`src/hdl/mft_pkg.sv`:
```
`timescale 1ns / 1ps
`default_nettype none
// ----------------------------------------------------------------------------
// mft_pkg
// Shared constants, codes and types of the motor feedback turn tracker.
// ----------------------------------------------------------------------------
package mft_pkg;

   // sizing of the tracker
   localparam int COUNTS_PER_TURN = 8192;
   localparam int NUM_SLOTS       = 6;
   localparam int NUM_ID_REGS     = 6;
   localparam int ID_REGS_HELD    = (NUM_SLOTS > NUM_ID_REGS) ? NUM_SLOTS : NUM_ID_REGS;
   localparam int ID_BASE         = 513;

   // field widths
   localparam int MODE_W    = 2;
   localparam int ID_W      = 11;
   localparam int PAYLOAD_W = 56;
   localparam int SLOT_W    = 3;
   localparam int POS_W     = 16;
   localparam int TEMP_W    = 8;
   localparam int DIST_W    = 32;
   localparam int SLOT_IDX_W = (NUM_SLOTS > 1) ? $clog2(NUM_SLOTS) : 1;

   // register port
   localparam int CSR_DATA_W = 32;
   localparam int CSR_ADDR_W = $clog2(NUM_ID_REGS * 4);
   localparam int CSR_IDX_W  = CSR_ADDR_W - 2;

   // queue between front and back
   localparam int QUEUE_DEPTH = 2;
   localparam int QUEUE_PTR_W = $clog2(QUEUE_DEPTH);
   localparam int QUEUE_CNT_W = $clog2(QUEUE_DEPTH + 1);

   // request mode codes
   localparam logic [MODE_W-1:0] MODE_FRAME = 2'd0;
   localparam logic [MODE_W-1:0] MODE_LOAD  = 2'd1;
   localparam logic [MODE_W-1:0] MODE_CLEAR = 2'd2;

   // clear command covers these slots
   localparam int CLEAR_FIRST = 1;
   localparam int CLEAR_LAST  = 3;

   // classified operation
   typedef enum logic [1:0] {
      OP_NONE,
      OP_FRAME,
      OP_LOAD,
      OP_CLEAR
   } op_type;

   typedef struct packed {
      op_type                    op;
      logic [SLOT_W-1:0]         slot;
      logic [POS_W-1:0]          position;
      logic signed [POS_W-1:0]   speed;
      logic signed [POS_W-1:0]   torque;
      logic [TEMP_W-1:0]         temperature;
      logic signed [DIST_W-1:0]  load_value;
   } cmd_type;

endpackage : mft_pkg
`default_nettype wire

```
`src/hdl/mft_if.sv`:
```
`timescale 1ns / 1ps
`default_nettype none
// ----------------------------------------------------------------------------
// mft channel interfaces
// Request and response channels with valid/ready handshake.
// ----------------------------------------------------------------------------
interface mft_req_if import mft_pkg::*; ();
   logic                     valid;
   logic                     ready;
   logic [MODE_W-1:0]        mode;
   logic [ID_W-1:0]          frame_id;
   logic [PAYLOAD_W-1:0]     payload;
   logic [SLOT_W-1:0]        load_slot;
   logic signed [DIST_W-1:0] load_value;

   modport source (output valid, mode, frame_id, payload, load_slot, load_value,
                   input ready);
   modport sink   (input valid, mode, frame_id, payload, load_slot, load_value,
                   output ready);
endinterface : mft_req_if

interface mft_rsp_if import mft_pkg::*; ();
   logic                     valid;
   logic                     ready;
   logic                     matched;
   logic [SLOT_W-1:0]        slot;
   logic [POS_W-1:0]         position;
   logic signed [POS_W-1:0]  speed;
   logic signed [POS_W-1:0]  torque;
   logic [TEMP_W-1:0]        temperature;
   logic signed [DIST_W-1:0] distance;

   modport source (output valid, matched, slot, position, speed, torque, temperature,
                   distance, input ready);
   modport sink   (input valid, matched, slot, position, speed, torque, temperature,
                   distance, output ready);
endinterface : mft_rsp_if
`default_nettype wire

```
`src/hdl/motor_feedback_turn_tracker.sv`:
```
`timescale 1ns / 1ps
`default_nettype none
// ----------------------------------------------------------------------------
// motor_feedback_turn_tracker
// Multi-turn distance tracking of several motors from their feedback frames.
// ----------------------------------------------------------------------------
//  port    dir   kind             beat contents
//  req     in    valid/ready      mode, frame_id, payload, load_slot, load_value
//  rsp     out   valid/ready      matched, slot, position, speed, torque,
//                                 temperature, distance
//  csr_*   inout apb-style port   slot identifiers, register i at byte 4*i
//
//  one beat per cycle sustained while rsp is not held off; a response passes
//  through the command queue and then the response register
//  synchronous reset restores identifiers 513 upward and clears all slot state
//  req.ready drops only while the two-entry command queue is full, which
//  happens when rsp is held off
// ----------------------------------------------------------------------------
module motor_feedback_turn_tracker import mft_pkg::*; (
   input  wire logic                  clock,
   input  wire logic                  reset,
   mft_req_if.sink                    req,
   mft_rsp_if.source                  rsp,
   input  wire logic                  csr_psel,
   input  wire logic                  csr_penable,
   input  wire logic                  csr_pwrite,
   input  wire logic [CSR_ADDR_W-1:0] csr_paddr,
   input  wire logic [CSR_DATA_W-1:0] csr_pwdata,
   output logic      [CSR_DATA_W-1:0] csr_prdata,
   output logic                       csr_pready
);

   logic [ID_W-1:0] slot_id [ID_REGS_HELD];
   logic            queue_full;
   logic            push_valid;
   cmd_type         push_cmd;
   logic            pop;
   logic            pop_valid;
   cmd_type         pop_cmd;

   // identifier registers
   mft_csr u_csr (
      .clock       (clock),
      .reset       (reset),
      .csr_psel    (csr_psel),
      .csr_penable (csr_penable),
      .csr_pwrite  (csr_pwrite),
      .csr_paddr   (csr_paddr),
      .csr_pwdata  (csr_pwdata),
      .csr_prdata  (csr_prdata),
      .csr_pready  (csr_pready),
      .slot_id     (slot_id)
   );

   // front: match and decode
   mft_front u_front (
      .req        (req),
      .slot_id    (slot_id),
      .queue_full (queue_full),
      .push_valid (push_valid),
      .push_cmd   (push_cmd)
   );

   // decoupling queue
   mft_queue u_queue (
      .clock      (clock),
      .reset      (reset),
      .push_valid (push_valid),
      .push_cmd   (push_cmd),
      .full       (queue_full),
      .pop        (pop),
      .pop_valid  (pop_valid),
      .pop_cmd    (pop_cmd)
   );

   // back: state update and response
   mft_back u_back (
      .clock     (clock),
      .reset     (reset),
      .cmd_valid (pop_valid),
      .cmd       (pop_cmd),
      .cmd_pop   (pop),
      .rsp       (rsp)
   );

endmodule : motor_feedback_turn_tracker
`default_nettype wire

```
`src/hdl/mft_csr.sv`:
```
`timescale 1ns / 1ps
`default_nettype none
// ----------------------------------------------------------------------------
// mft_csr
// Register file of the slot identifiers behind an APB-style port.
// ----------------------------------------------------------------------------
module mft_csr import mft_pkg::*; (
   input  wire logic                  clock,
   input  wire logic                  reset,
   input  wire logic                  csr_psel,
   input  wire logic                  csr_penable,
   input  wire logic                  csr_pwrite,
   input  wire logic [CSR_ADDR_W-1:0] csr_paddr,
   input  wire logic [CSR_DATA_W-1:0] csr_pwdata,
   output logic      [CSR_DATA_W-1:0] csr_prdata,
   output logic                       csr_pready,
   output logic      [ID_W-1:0]       slot_id [ID_REGS_HELD]
);

   logic [ID_W-1:0]      id_ff [ID_REGS_HELD];
   logic [CSR_IDX_W-1:0] reg_idx;
   logic                 wr_en;

   assign reg_idx    = csr_paddr[CSR_ADDR_W-1:2];
   assign csr_pready = 1'b1;
   assign wr_en      = csr_psel && csr_penable && csr_pwrite
                       && (reg_idx < CSR_IDX_W'(NUM_ID_REGS));

   // identifier registers, writable only inside the register list
   always_ff @(posedge clock) begin
      for (int i = 0; i < ID_REGS_HELD; i++) begin
         if (reset) begin
            id_ff[i] <= ID_W'(ID_BASE + i);
         end else if (wr_en && (reg_idx == CSR_IDX_W'(i))) begin
            id_ff[i] <= csr_pwdata[ID_W-1:0];
         end
      end
   end

   // read mux
   always_comb begin
      csr_prdata = '0;
      for (int i = 0; i < NUM_ID_REGS; i++) begin
         if (reg_idx == CSR_IDX_W'(i)) begin
            csr_prdata = CSR_DATA_W'(id_ff[i]);
         end
      end
   end

   assign slot_id = id_ff;

endmodule : mft_csr
`default_nettype wire

```
`src/hdl/mft_front.sv`:
```
`timescale 1ns / 1ps
`default_nettype none
// ----------------------------------------------------------------------------
// mft_front
// Accepts request beats, matches frame identifiers and decodes the payload.
// ----------------------------------------------------------------------------
module mft_front import mft_pkg::*; (
   mft_req_if.sink              req,
   input  wire logic [ID_W-1:0] slot_id [ID_REGS_HELD],
   input  wire logic            queue_full,
   output logic                 push_valid,
   output cmd_type              push_cmd
);

   logic                  hit;
   logic [SLOT_W-1:0]     hit_slot;

   assign req.ready  = !queue_full;
   assign push_valid = req.valid && !queue_full;

   // identifier match, lowest slot wins
   always_comb begin
      hit      = 1'b0;
      hit_slot = '0;
      for (int i = NUM_SLOTS - 1; i >= 0; i--) begin
         if (slot_id[i] == req.frame_id) begin
            hit      = 1'b1;
            hit_slot = SLOT_W'(i);
         end
      end
   end

   // classify the beat
   always_comb begin
      push_cmd             = '0;
      push_cmd.op          = OP_NONE;
      push_cmd.position    = req.payload[55:40];
      push_cmd.speed       = req.payload[39:24];
      push_cmd.torque      = req.payload[23:8];
      push_cmd.temperature = req.payload[7:0];
      push_cmd.load_value  = req.load_value;
      unique case (req.mode)
         MODE_FRAME: begin
            if (hit) begin
               push_cmd.op   = OP_FRAME;
               push_cmd.slot = hit_slot;
            end
         end
         MODE_LOAD: begin
            if (int'(req.load_slot) < NUM_SLOTS) begin
               push_cmd.op   = OP_LOAD;
               push_cmd.slot = req.load_slot;
            end
         end
         MODE_CLEAR: begin
            push_cmd.op = OP_CLEAR;
         end
         default: begin
            push_cmd.op = OP_NONE;
         end
      endcase
   end

endmodule : mft_front
`default_nettype wire

```
`src/hdl/mft_queue.sv`:
```
`timescale 1ns / 1ps
`default_nettype none
// ----------------------------------------------------------------------------
// mft_queue
// Short command queue that decouples the front from the back.
// ----------------------------------------------------------------------------
module mft_queue import mft_pkg::*; (
   input  wire logic    clock,
   input  wire logic    reset,
   input  wire logic    push_valid,
   input  cmd_type      push_cmd,
   output logic         full,
   input  wire logic    pop,
   output logic         pop_valid,
   output cmd_type      pop_cmd
);

   cmd_type                entry_ff [QUEUE_DEPTH];
   logic [QUEUE_PTR_W-1:0] wr_ptr_ff, wr_ptr_in;
   logic [QUEUE_PTR_W-1:0] rd_ptr_ff, rd_ptr_in;
   logic [QUEUE_CNT_W-1:0] count_ff, count_in;
   logic                   do_push, do_pop;

   assign full      = (count_ff == QUEUE_CNT_W'(QUEUE_DEPTH));
   assign pop_valid = (count_ff != '0);
   assign pop_cmd   = entry_ff[rd_ptr_ff];
   assign do_push   = push_valid && !full;
   assign do_pop    = pop && pop_valid;

   // pointer and fill count
   always_comb begin
      wr_ptr_in = wr_ptr_ff;
      rd_ptr_in = rd_ptr_ff;
      count_in  = count_ff;
      if (do_push) begin
         wr_ptr_in = (wr_ptr_ff == QUEUE_PTR_W'(QUEUE_DEPTH - 1)) ? '0 : wr_ptr_ff + 1'b1;
      end
      if (do_pop) begin
         rd_ptr_in = (rd_ptr_ff == QUEUE_PTR_W'(QUEUE_DEPTH - 1)) ? '0 : rd_ptr_ff + 1'b1;
      end
      if (do_push && !do_pop) begin
         count_in = count_ff + 1'b1;
      end else if (do_pop && !do_push) begin
         count_in = count_ff - 1'b1;
      end
   end

   always_ff @(posedge clock) begin
      if (reset) begin
         wr_ptr_ff <= '0;
         rd_ptr_ff <= '0;
         count_ff  <= '0;
      end else begin
         wr_ptr_ff <= wr_ptr_in;
         rd_ptr_ff <= rd_ptr_in;
         count_ff  <= count_in;
      end
   end

   // storage
   always_ff @(posedge clock) begin
      if (do_push) begin
         entry_ff[wr_ptr_ff] <= push_cmd;
      end
   end

endmodule : mft_queue
`default_nettype wire

```
`src/hdl/mft_back.sv`:
```
`timescale 1ns / 1ps
`default_nettype none
// ----------------------------------------------------------------------------
// mft_back
// Applies commands to the per-slot state and registers the response beat.
// ----------------------------------------------------------------------------
module mft_back import mft_pkg::*; (
   input  wire logic    clock,
   input  wire logic    reset,
   input  wire logic    cmd_valid,
   input  cmd_type      cmd,
   output logic         cmd_pop,
   mft_rsp_if.source    rsp
);

   localparam logic signed [17:0] TURN = 18'(COUNTS_PER_TURN);
   localparam logic signed [17:0] HALF = 18'(COUNTS_PER_TURN / 2);

   logic [POS_W-1:0]          last_pos_ff [NUM_SLOTS];
   logic signed [DIST_W-1:0]  dist_ff     [NUM_SLOTS];
   logic [NUM_SLOTS-1:0]      seen_ff;

   logic                      rsp_valid_ff, rsp_valid_in;
   logic                      matched_ff, matched_in;
   logic [SLOT_W-1:0]         slot_ff, slot_in;
   logic [POS_W-1:0]          position_ff, position_in;
   logic signed [POS_W-1:0]   speed_ff, speed_in;
   logic signed [POS_W-1:0]   torque_ff, torque_in;
   logic [TEMP_W-1:0]         temperature_ff, temperature_in;
   logic signed [DIST_W-1:0]  distance_ff, distance_in;

   logic [SLOT_IDX_W-1:0]     idx;
   logic signed [17:0]        diff;
   logic signed [17:0]        step;
   logic signed [DIST_W-1:0]  frame_dist;

   // take a command whenever the output register is free or draining
   assign cmd_pop = cmd_valid && (!rsp_valid_ff || rsp.ready);
   assign idx     = cmd.slot[SLOT_IDX_W-1:0];

   // shortest wrapped step, single correction
   always_comb begin
      diff = 18'(cmd.position) - 18'(last_pos_ff[idx]);
      if (diff > HALF) begin
         step = diff - TURN;
      end else if (diff < -HALF) begin
         step = diff + TURN;
      end else begin
         step = diff;
      end
      frame_dist = seen_ff[idx] ? dist_ff[idx] + DIST_W'(step) : dist_ff[idx];
   end

   // response beat contents
   always_comb begin
      rsp_valid_in   = rsp_valid_ff && !rsp.ready;
      matched_in     = matched_ff;
      slot_in        = slot_ff;
      position_in    = position_ff;
      speed_in       = speed_ff;
      torque_in      = torque_ff;
      temperature_in = temperature_ff;
      distance_in    = distance_ff;
      if (cmd_pop) begin
         rsp_valid_in   = 1'b1;
         matched_in     = 1'b0;
         slot_in        = '0;
         position_in    = '0;
         speed_in       = '0;
         torque_in      = '0;
         temperature_in = '0;
         distance_in    = '0;
         unique case (cmd.op)
            OP_FRAME: begin
               matched_in     = 1'b1;
               slot_in        = cmd.slot;
               position_in    = cmd.position;
               speed_in       = cmd.speed;
               torque_in      = cmd.torque;
               temperature_in = cmd.temperature;
               distance_in    = frame_dist;
            end
            OP_LOAD: begin
               matched_in  = 1'b1;
               slot_in     = cmd.slot;
               distance_in = cmd.load_value;
            end
            OP_CLEAR: begin
               matched_in = 1'b1;
            end
            OP_NONE: begin
               matched_in = 1'b0;
            end
         endcase
      end
   end

   // response register
   always_ff @(posedge clock) begin
      if (reset) begin
         rsp_valid_ff <= 1'b0;
      end else begin
         rsp_valid_ff <= rsp_valid_in;
      end
      matched_ff     <= matched_in;
      slot_ff        <= slot_in;
      position_ff    <= position_in;
      speed_ff       <= speed_in;
      torque_ff      <= torque_in;
      temperature_ff <= temperature_in;
      distance_ff    <= distance_in;
   end

   // per-slot tracking state
   always_ff @(posedge clock) begin
      if (reset) begin
         seen_ff <= '0;
         for (int i = 0; i < NUM_SLOTS; i++) begin
            last_pos_ff[i] <= '0;
            dist_ff[i]     <= '0;
         end
      end else if (cmd_pop) begin
         unique case (cmd.op)
            OP_FRAME: begin
               last_pos_ff[idx] <= cmd.position;
               dist_ff[idx]     <= frame_dist;
               seen_ff[idx]     <= 1'b1;
            end
            OP_LOAD: begin
               dist_ff[idx] <= cmd.load_value;
            end
            OP_CLEAR: begin
               for (int i = 0; i < NUM_SLOTS; i++) begin
                  if (i >= CLEAR_FIRST && i <= CLEAR_LAST) begin
                     dist_ff[i] <= '0;
                  end
               end
            end
            OP_NONE: begin
               seen_ff <= seen_ff;
            end
         endcase
      end
   end

   assign rsp.valid       = rsp_valid_ff;
   assign rsp.matched     = matched_ff;
   assign rsp.slot        = slot_ff;
   assign rsp.position    = position_ff;
   assign rsp.speed       = speed_ff;
   assign rsp.torque      = torque_ff;
   assign rsp.temperature = temperature_ff;
   assign rsp.distance    = distance_ff;

endmodule : mft_back
`default_nettype wire

```
`src/flat_wrapper.sv`:
```
// flat-port wrapper written by rule: the top's interface ports become plain ports
module motor_feedback_turn_tracker_flat import mft_pkg::*;
  (clock, reset, csr_psel, csr_penable, csr_pwrite, csr_paddr, csr_pwdata, csr_prdata, csr_pready, req_valid, req_mode, req_frame_id, req_payload, req_load_slot, req_load_value, req_ready, rsp_valid, rsp_matched, rsp_slot, rsp_position, rsp_speed, rsp_torque, rsp_temperature, rsp_distance, rsp_ready);
  mft_req_if req_i ();
  mft_rsp_if rsp_i ();
  input  wire logic clock;
  input  wire logic reset;
  input  wire logic csr_psel;
  input  wire logic csr_penable;
  input  wire logic csr_pwrite;
  input  wire logic [CSR_ADDR_W-1:0] csr_paddr;
  input  wire logic [CSR_DATA_W-1:0] csr_pwdata;
  output logic      [CSR_DATA_W-1:0] csr_prdata;
  output logic csr_pready;
  input wire logic [$bits(req_i.valid)-1:0] req_valid;
  input wire logic [$bits(req_i.mode)-1:0] req_mode;
  input wire logic [$bits(req_i.frame_id)-1:0] req_frame_id;
  input wire logic [$bits(req_i.payload)-1:0] req_payload;
  input wire logic [$bits(req_i.load_slot)-1:0] req_load_slot;
  input wire logic [$bits(req_i.load_value)-1:0] req_load_value;
  output wire logic [$bits(req_i.ready)-1:0] req_ready;
  output wire logic [$bits(rsp_i.valid)-1:0] rsp_valid;
  output wire logic [$bits(rsp_i.matched)-1:0] rsp_matched;
  output wire logic [$bits(rsp_i.slot)-1:0] rsp_slot;
  output wire logic [$bits(rsp_i.position)-1:0] rsp_position;
  output wire logic [$bits(rsp_i.speed)-1:0] rsp_speed;
  output wire logic [$bits(rsp_i.torque)-1:0] rsp_torque;
  output wire logic [$bits(rsp_i.temperature)-1:0] rsp_temperature;
  output wire logic [$bits(rsp_i.distance)-1:0] rsp_distance;
  input wire logic [$bits(rsp_i.ready)-1:0] rsp_ready;
  assign req_i.valid = req_valid;
  assign req_i.mode = req_mode;
  assign req_i.frame_id = req_frame_id;
  assign req_i.payload = req_payload;
  assign req_i.load_slot = req_load_slot;
  assign req_i.load_value = req_load_value;
  assign req_ready = req_i.ready;
  assign rsp_valid = rsp_i.valid;
  assign rsp_matched = rsp_i.matched;
  assign rsp_slot = rsp_i.slot;
  assign rsp_position = rsp_i.position;
  assign rsp_speed = rsp_i.speed;
  assign rsp_torque = rsp_i.torque;
  assign rsp_temperature = rsp_i.temperature;
  assign rsp_distance = rsp_i.distance;
  assign rsp_i.ready = rsp_ready;
  motor_feedback_turn_tracker u_core (.clock(clock), .reset(reset), .req(req_i), .rsp(rsp_i), .csr_psel(csr_psel), .csr_penable(csr_penable), .csr_pwrite(csr_pwrite), .csr_paddr(csr_paddr), .csr_pwdata(csr_pwdata), .csr_prdata(csr_prdata), .csr_pready(csr_pready));
endmodule
```
`config.mk`:
```
export PLATFORM = sky130hd
export DESIGN_NAME = motor_feedback_turn_tracker_flat
export DESIGN_NICKNAME = d
export VERILOG_FILES = /design/src/hdl/mft_pkg.sv /design/src/hdl/mft_if.sv /design/src/hdl/motor_feedback_turn_tracker.sv /design/src/hdl/mft_csr.sv /design/src/hdl/mft_front.sv /design/src/hdl/mft_queue.sv /design/src/hdl/mft_back.sv /design/src/flat_wrapper.sv
export SDC_FILE = /design/constraint.sdc
export NUM_CORES = 1
export LEC_CHECK = 0
export ABC_AREA = 1
export BUFFER_PORTS_ARGS = -buffer_cell sky130_fd_sc_hd__buf_2
export CORE_UTILIZATION = 57
export CTS_CLUSTER_DIAMETER = 40
export DETAILED_ROUTE_END_ITERATION = 8
export HOLD_SLACK_MARGIN = 0.02
export PLACE_DENSITY = 0.76
export SYNTH_ARGS = -nofsm -noshare
export SYNTH_HDL_FRONTEND = slang
export SYNTH_SLANG_ARGS = --single-unit
```
`constraint.sdc`:
```
create_clock -name clock -period 6.4 [get_ports clock]
set_input_delay 0.64 -clock clock [delete_from_list [all_inputs] [get_ports clock]]
set_output_delay 0.64 -clock clock [all_outputs]
set_load 0.03 [all_outputs]
```
After elaboration in Yosys (flattened, before gate mapping)
Memories as Yosys holds them, arrays and structs flattened. A register that Yosys moved wholly into a read port is not among the register bits.
Index checks and enable logic that the tools add are counted.
{"block": "totals", "regBits": 169, "mem_bits_rw": 474, "output_inout_bits": 127, "wordCells": 154, "mem_count": 3}
{"block": "op_classes", "add_sub_neg": 8, "order_cmp": 6, "n_eq_ne": 17, "mux": 64, "n_bitwise": 5, "n_reduce_logical": 33}
{"memory": "u_core.u_back.dist_ff", "words": 6, "word_bits": 32, "read_ports": 1, "rd_ports_with_merged_regs": 0, "wr": 6, "line": "mft_back.sv:20", "source": "logic signed [DIST_W-1:0] dist_ff [NUM_SLOTS];"}
{"memory": "u_core.u_queue.entry_ff", "words": 2, "word_bits": 93, "read_ports": 1, "rd_ports_with_merged_regs": 1, "wr": 1, "line": "mft_queue.sv:18", "source": "cmd_type entry_ff [QUEUE_DEPTH];"}
{"memory": "u_core.u_back.last_pos_ff", "words": 6, "word_bits": 16, "read_ports": 1, "rd_ports_with_merged_regs": 0, "wr": 6, "line": "mft_back.sv:19", "source": "logic [POS_W-1:0] last_pos_ff [NUM_SLOTS];"}
{"op": "32-bit two-way mux", "n": 11}
{"op": "11-bit == test", "n": 6}
{"op": "32-bit one-hot mux with 2 select lines", "n": 1}
{"op": "18-bit two-way mux", "n": 2}
{"op": "32-bit by 18-bit adder with 32-bit output", "n": 1}
{"op": "32-bit OR reduction", "n": 1}
{"op": "1-bit two-way mux", "n": 31}
{"op": "3-bit two-way mux", "n": 8}
{"op": "17-bit by 15-bit adder with 18-bit output (second input constant)", "n": 1}
{"op": "17-bit by 15-bit subtractor with 18-bit output (second input constant)", "n": 1}
{"op": "17-bit by 14-bit > comparator with 1-bit output (second input constant)", "n": 1}
{"op": "1-bit logical AND", "n": 17}
{"op": "17-bit by 13-bit < comparator with 1-bit output (second input constant)", "n": 1}
{"op": "16-bit by 16-bit subtractor with 17-bit output", "n": 1}
{"op": "16-bit two-way mux", "n": 1}
{"op": "16-bit OR reduction", "n": 1}
{"op": "11-bit two-way mux", "n": 1}
{"op": "2-bit == test (second input constant)", "n": 4}
{"op": "3-bit by 2-bit == test with 1-bit output (second input constant)", "n": 2}
{"op": "3-bit == test (second input constant)", "n": 2}
{"op": "3-bit < comparator (second input constant)", "n": 2}
{"op": "6-bit OR", "n": 1}
{"op": "2-bit one-hot mux with 3 select lines", "n": 1}
{"op": "3-bit one-hot mux with 2 select lines", "n": 1}
{"op": "other kinds (22)", "n": 34}

Longest topological paths before layout
{"block": "depth", "word_depth": 9, "depth_mapped": 45, "mapped_depth_nobuf": 44}

Hierarchy
From an unflattened synthesis, not the netlist that was laid out.
{"block": "hier_totals", "cells_unflattened": 3241, "area_unflattened_um2": 35182.5}
{"module": "mft_back", "instances": 1, "cells_each": 2222, "area_per_inst_um2": 23100.9, "seq_area_each_um2": 14433.8}
{"module": "mft_queue", "instances": 1, "cells_each": 326, "area_per_inst_um2": 7231.9, "seq_area_each_um2": 5685.5}
{"module": "mft_csr", "instances": 1, "cells_each": 427, "area_per_inst_um2": 3071.7, "seq_area_each_um2": 1321.3}
{"module": "mft_front", "instances": 1, "cells_each": 266, "area_per_inst_um2": 1778.0, "seq_area_each_um2": 0.0}

Worst setup path after synthesis
No wires, ideal clock.
{"block": "synth_path", "kind": "register to register", "start": "reg with a tool-made name", "end": "mem u_core.u_back.dist_ff[6][31], data pin", "setup_time_ps": 261, "t_arrival_ps": 5642, "setup_slack_ps": 496, "path_stages_with_launch": 36, "path_buffers": 1, "period_less_slack_ps": 5904, "path_cell_list": "dfxtp_1 -> o21ai_2 -> inv_2 -> nand3_1 -> clkbuf_1 -> or2_2 -> o21ai_0 -> or4_1 -> inv_1 -> ha_1 -> inv_1 -> fa_1 -> or2_2 -> nor2_1 -> nand3_1 -> nor2_1 -> nand3_1 -> nor2_1 -> nand3_1 -> o31ai_1 -> o21ai_0 -> o31ai_1 -> inv_1 -> ha_1 -> a21o_1 -> a21oi_1 -> a21boi_0 -> nand2_1 -> a21oi_1 -> inv_1 -> nand2_1 -> nand3_1 -> nand2_1 -> nand3_1 -> nand2_1 -> inv_1"}
{"element": "to (decl)", "line": "mft_back.sv:20"}

==> flow_summary_export.csv <==
group,metric,value,unit
synth,ys_top_cells_by_area,"edfxtp_1, nor2_1, nand2_1, dfxtp_1, inv_1",
finish,fin_area,40900,µm²
global_routing,grt_pass1_vias,25600,
finish,fill_cells,4091,
setup_path,slowest_stage,"or4_4",
setup_path,crit_required,6.88,ns
synth,yosys.area.top_type_share,0.592,
synth,synth_warnings,0,
timing,timing.hold.ws,0.199,ns
timing,worst_pin_slew,1.24,ns
timing,layout_worst_path_cycle_share,0.964,
min_path,hold_class,"in2reg",
setup_path,critPathLaunchType,"flip-flop",
min_path,holdPathStages,1,
die,start_util,0.580,
placement,gp_congestion,0.948,
die,die-area,59900,µm²
finish,final_cells,4424,
timing,fin_crit,6.17,ns
clocking,cts_buffers,87,
global_routing,grt_pass1_wl,144,mm
clocking,clkLatencyLatePin,0.63,ns
finish,fin_nets,3795,
finish,area_growth,21.9,%
synth,ys_seq_area_frac,0.638,
clocking,path_clk_slew,0.06,ns
setup_path,arrival,6.65,ns
setup_path,cp_max_fo,8,
timing,hold_viol,0,
clocking,clock_path_buffers,3,
setup_path,cp_slowest_stage_delay,0.55,ns
setup_path,end_kind,"flip-flop",
min_path,hp-start,"req_payload[38]",
global_routing,grt_antenna_before_repair,7,
detailed_routing,drt_iter0_drc,3072,
synth,synth_top_cell_by_area,"edfxtp_1",
die,fp.dieW,245,µm
detailed_routing,firstDrtPassIters,9,
finish,layout-drive-gt1-share,0.239,
synth,ys_seq_elements,740,
clocking,cts_hold_buf,0,
detailed_routing,routedWlPerCell,21.9,µm
detailed_routing,avgViaCountPerCell,5.86,
die,die_h,245,µm
timing,maxSlewHeadroom,0.164,
detailed_routing,routed_wirelength,96.7,mm
detailed_routing,num_vias,25900,
timing,final-max-slew-violation-count,0,
setup_path,crit_top_cell,"nor2_1",
placement,hpwl,62.7,mm
synth,synth.distinct_cells,57,
synth,synth_edf_count,662,
synth,async_flop_share,0,
synth,synth_common_cells,"edfxtp_1, nor2_1, nand2_1, inv_1, o21ai_0",
timing,finClkSkew,0.0296,ns
global_routing,grt_util_all_layers,0.317,
detailed_routing,ant_nets,0,
die,boundaryPins,275,
clocking,cts.sinks,740,
timing,max_freq,162,MHz
timing,setup_violations,0,
clocking,cts.root.buffer_cell,"clkbuf_16",
synth,syn_inst,3142,
run,cap_violations,0,
setup_path,r2r_cells,36,
setup_path,critPathKind,"reg2reg",
synth,avgSynthCellArea,10.7,µm²
placement,dpl_cell_area,37100,µm²
die,coreArea,57900,µm²
placement,dp_cells,4247,
detailed_routing,drc,0,
status,status,"finished, final reports clean",
clocking,cts_tree,"done",
placement,dp_slack,-0.103,ns
timing,finalWorstSetupSlack,0.228,ns
synth,synth_flop_cell,"edfxtp_1",
synth,yosysMostFrequentCell,"edfxtp_1",
synth,syn_area,33600,µm²
global_routing,overflow,0,
die,rows,88,
placement,portBuffers,229,
global_routing,grt_max_degree,76,
clocking,htree_levels,3,
## cell type report
class	count	area, µm²	share of cell area
antenna	2	5.00	0.000122
tap	765	957	0.0234
inverter	237	907	0.0222
clock inverter	61	756	0.0185
sequential	740	21400	0.524
multi-input combinational	2021	11200	0.274
timing repair buffer	502	3360	0.0820
clock buffer	96	2280	0.0558
## logic make-up after synthesis
family,after synthesis,share of synthesized area
XOR/XNOR,84,0.0219
AO/OA/AOI/OAI,495,0.0944
AND/OR/NAND/NOR,1336,0.166
buffers and inverters,401,0.0495
multiplexers,26,0.00775
other,2,0.000224
flip-flops,740,0.638
adder cells (fa/ha/maj),58,0.0221
## routing by layer
metal  routed length, µm  GRT usage
met5                  37          0
met4                2450     0.0950
met3               11400     0.0871
met2               46000      0.514
met1               36900      0.416
## stage by stage
stage,setup TNS [ns],utilization
after floorplan,0,-
after global placement,-0.230,0.640
after detailed placement,-1.05,0.640
after CTS,0,0.693
after global routing,-1.78,0.707
final,0,0.707
## final timing paths
path | slack (ns) | endpoint
worst max-delay path | 0.23 | u_core.u_back.dist_ff[5][29]
worst min-delay path | 0.20 | u_core.u_queue.entry_ff[1][70]
worst max register to register | 0.23 | u_core.u_back.dist_ff[5][29]
worst min register to register | 0.46 | u_core.u_queue.rd_ptr_ff
## registers in the layout, indices dropped and copies added, names as in the netlist, named ones only
| register | count |
|---|---|
| u_core.u_back.dist_ff | 256 |
| u_core.u_back.last_pos_ff | 128 |
| u_core.u_back.rsp.distance | 32 |
| u_core.u_back.rsp.matched | 1 |
| u_core.u_back.rsp.position | 16 |
| u_core.u_back.rsp.slot | 3 |
| u_core.u_back.rsp.speed | 16 |
| u_core.u_back.rsp.temperature | 8 |
| u_core.u_back.rsp.torque | 16 |
| u_core.u_back.rsp.valid | 1 |
| u_core.u_back.seen_ff | 6 |
| u_core.u_csr.slot_id | 66 |
| u_core.u_queue.count_ff | 2 |
| u_core.u_queue.entry_ff | 186 |
| u_core.u_queue.rd_ptr_ff | 1 |
| u_core.u_queue.wr_ptr_ff | 1 |
## timing repair
| item | CTS | global route |
|---|---|---|
| pin swaps | 1 | 45 |
| resized for setup | 8 | 156 |
| cloned | 0 | 1 |
| hold endpoints to repair | 0 | 0 |
| setup endpoints to repair | 65 | 162 |
| buffers inserted | 0 | 17 |
## placed cells by master (no fill, tap or decap), types with 70 or more instances in the layout
cell       synthesis  routed
edfxtp_1         662     662
nor2_1           570     548
nand2_1          493     466
buf_4             25     254
buf_2             28     229
inv_1            218     209
o21ai_0          141     133
nand3_1          106      98
clkbuf_16          0      91
a22oi_1           81      81
a21oi_1           89      77
dfxtp_1           78      77
xor2_1            70      70
## critical path: cells and delay by family, from the launching register on
kind / cells / cell delay (ns)
AOI/OAI and AO/OA: 7 / 1.09
adders and majority gates: 3 / 0.88
buffers and inverters: 7 / 0.82
DFF: 1 / 0.39
and+or+nand+nor: 19 / 2.85
Power is not shown: default switching activity piles up to over one toggle a cycle in this logic, so the estimate is an artifact.
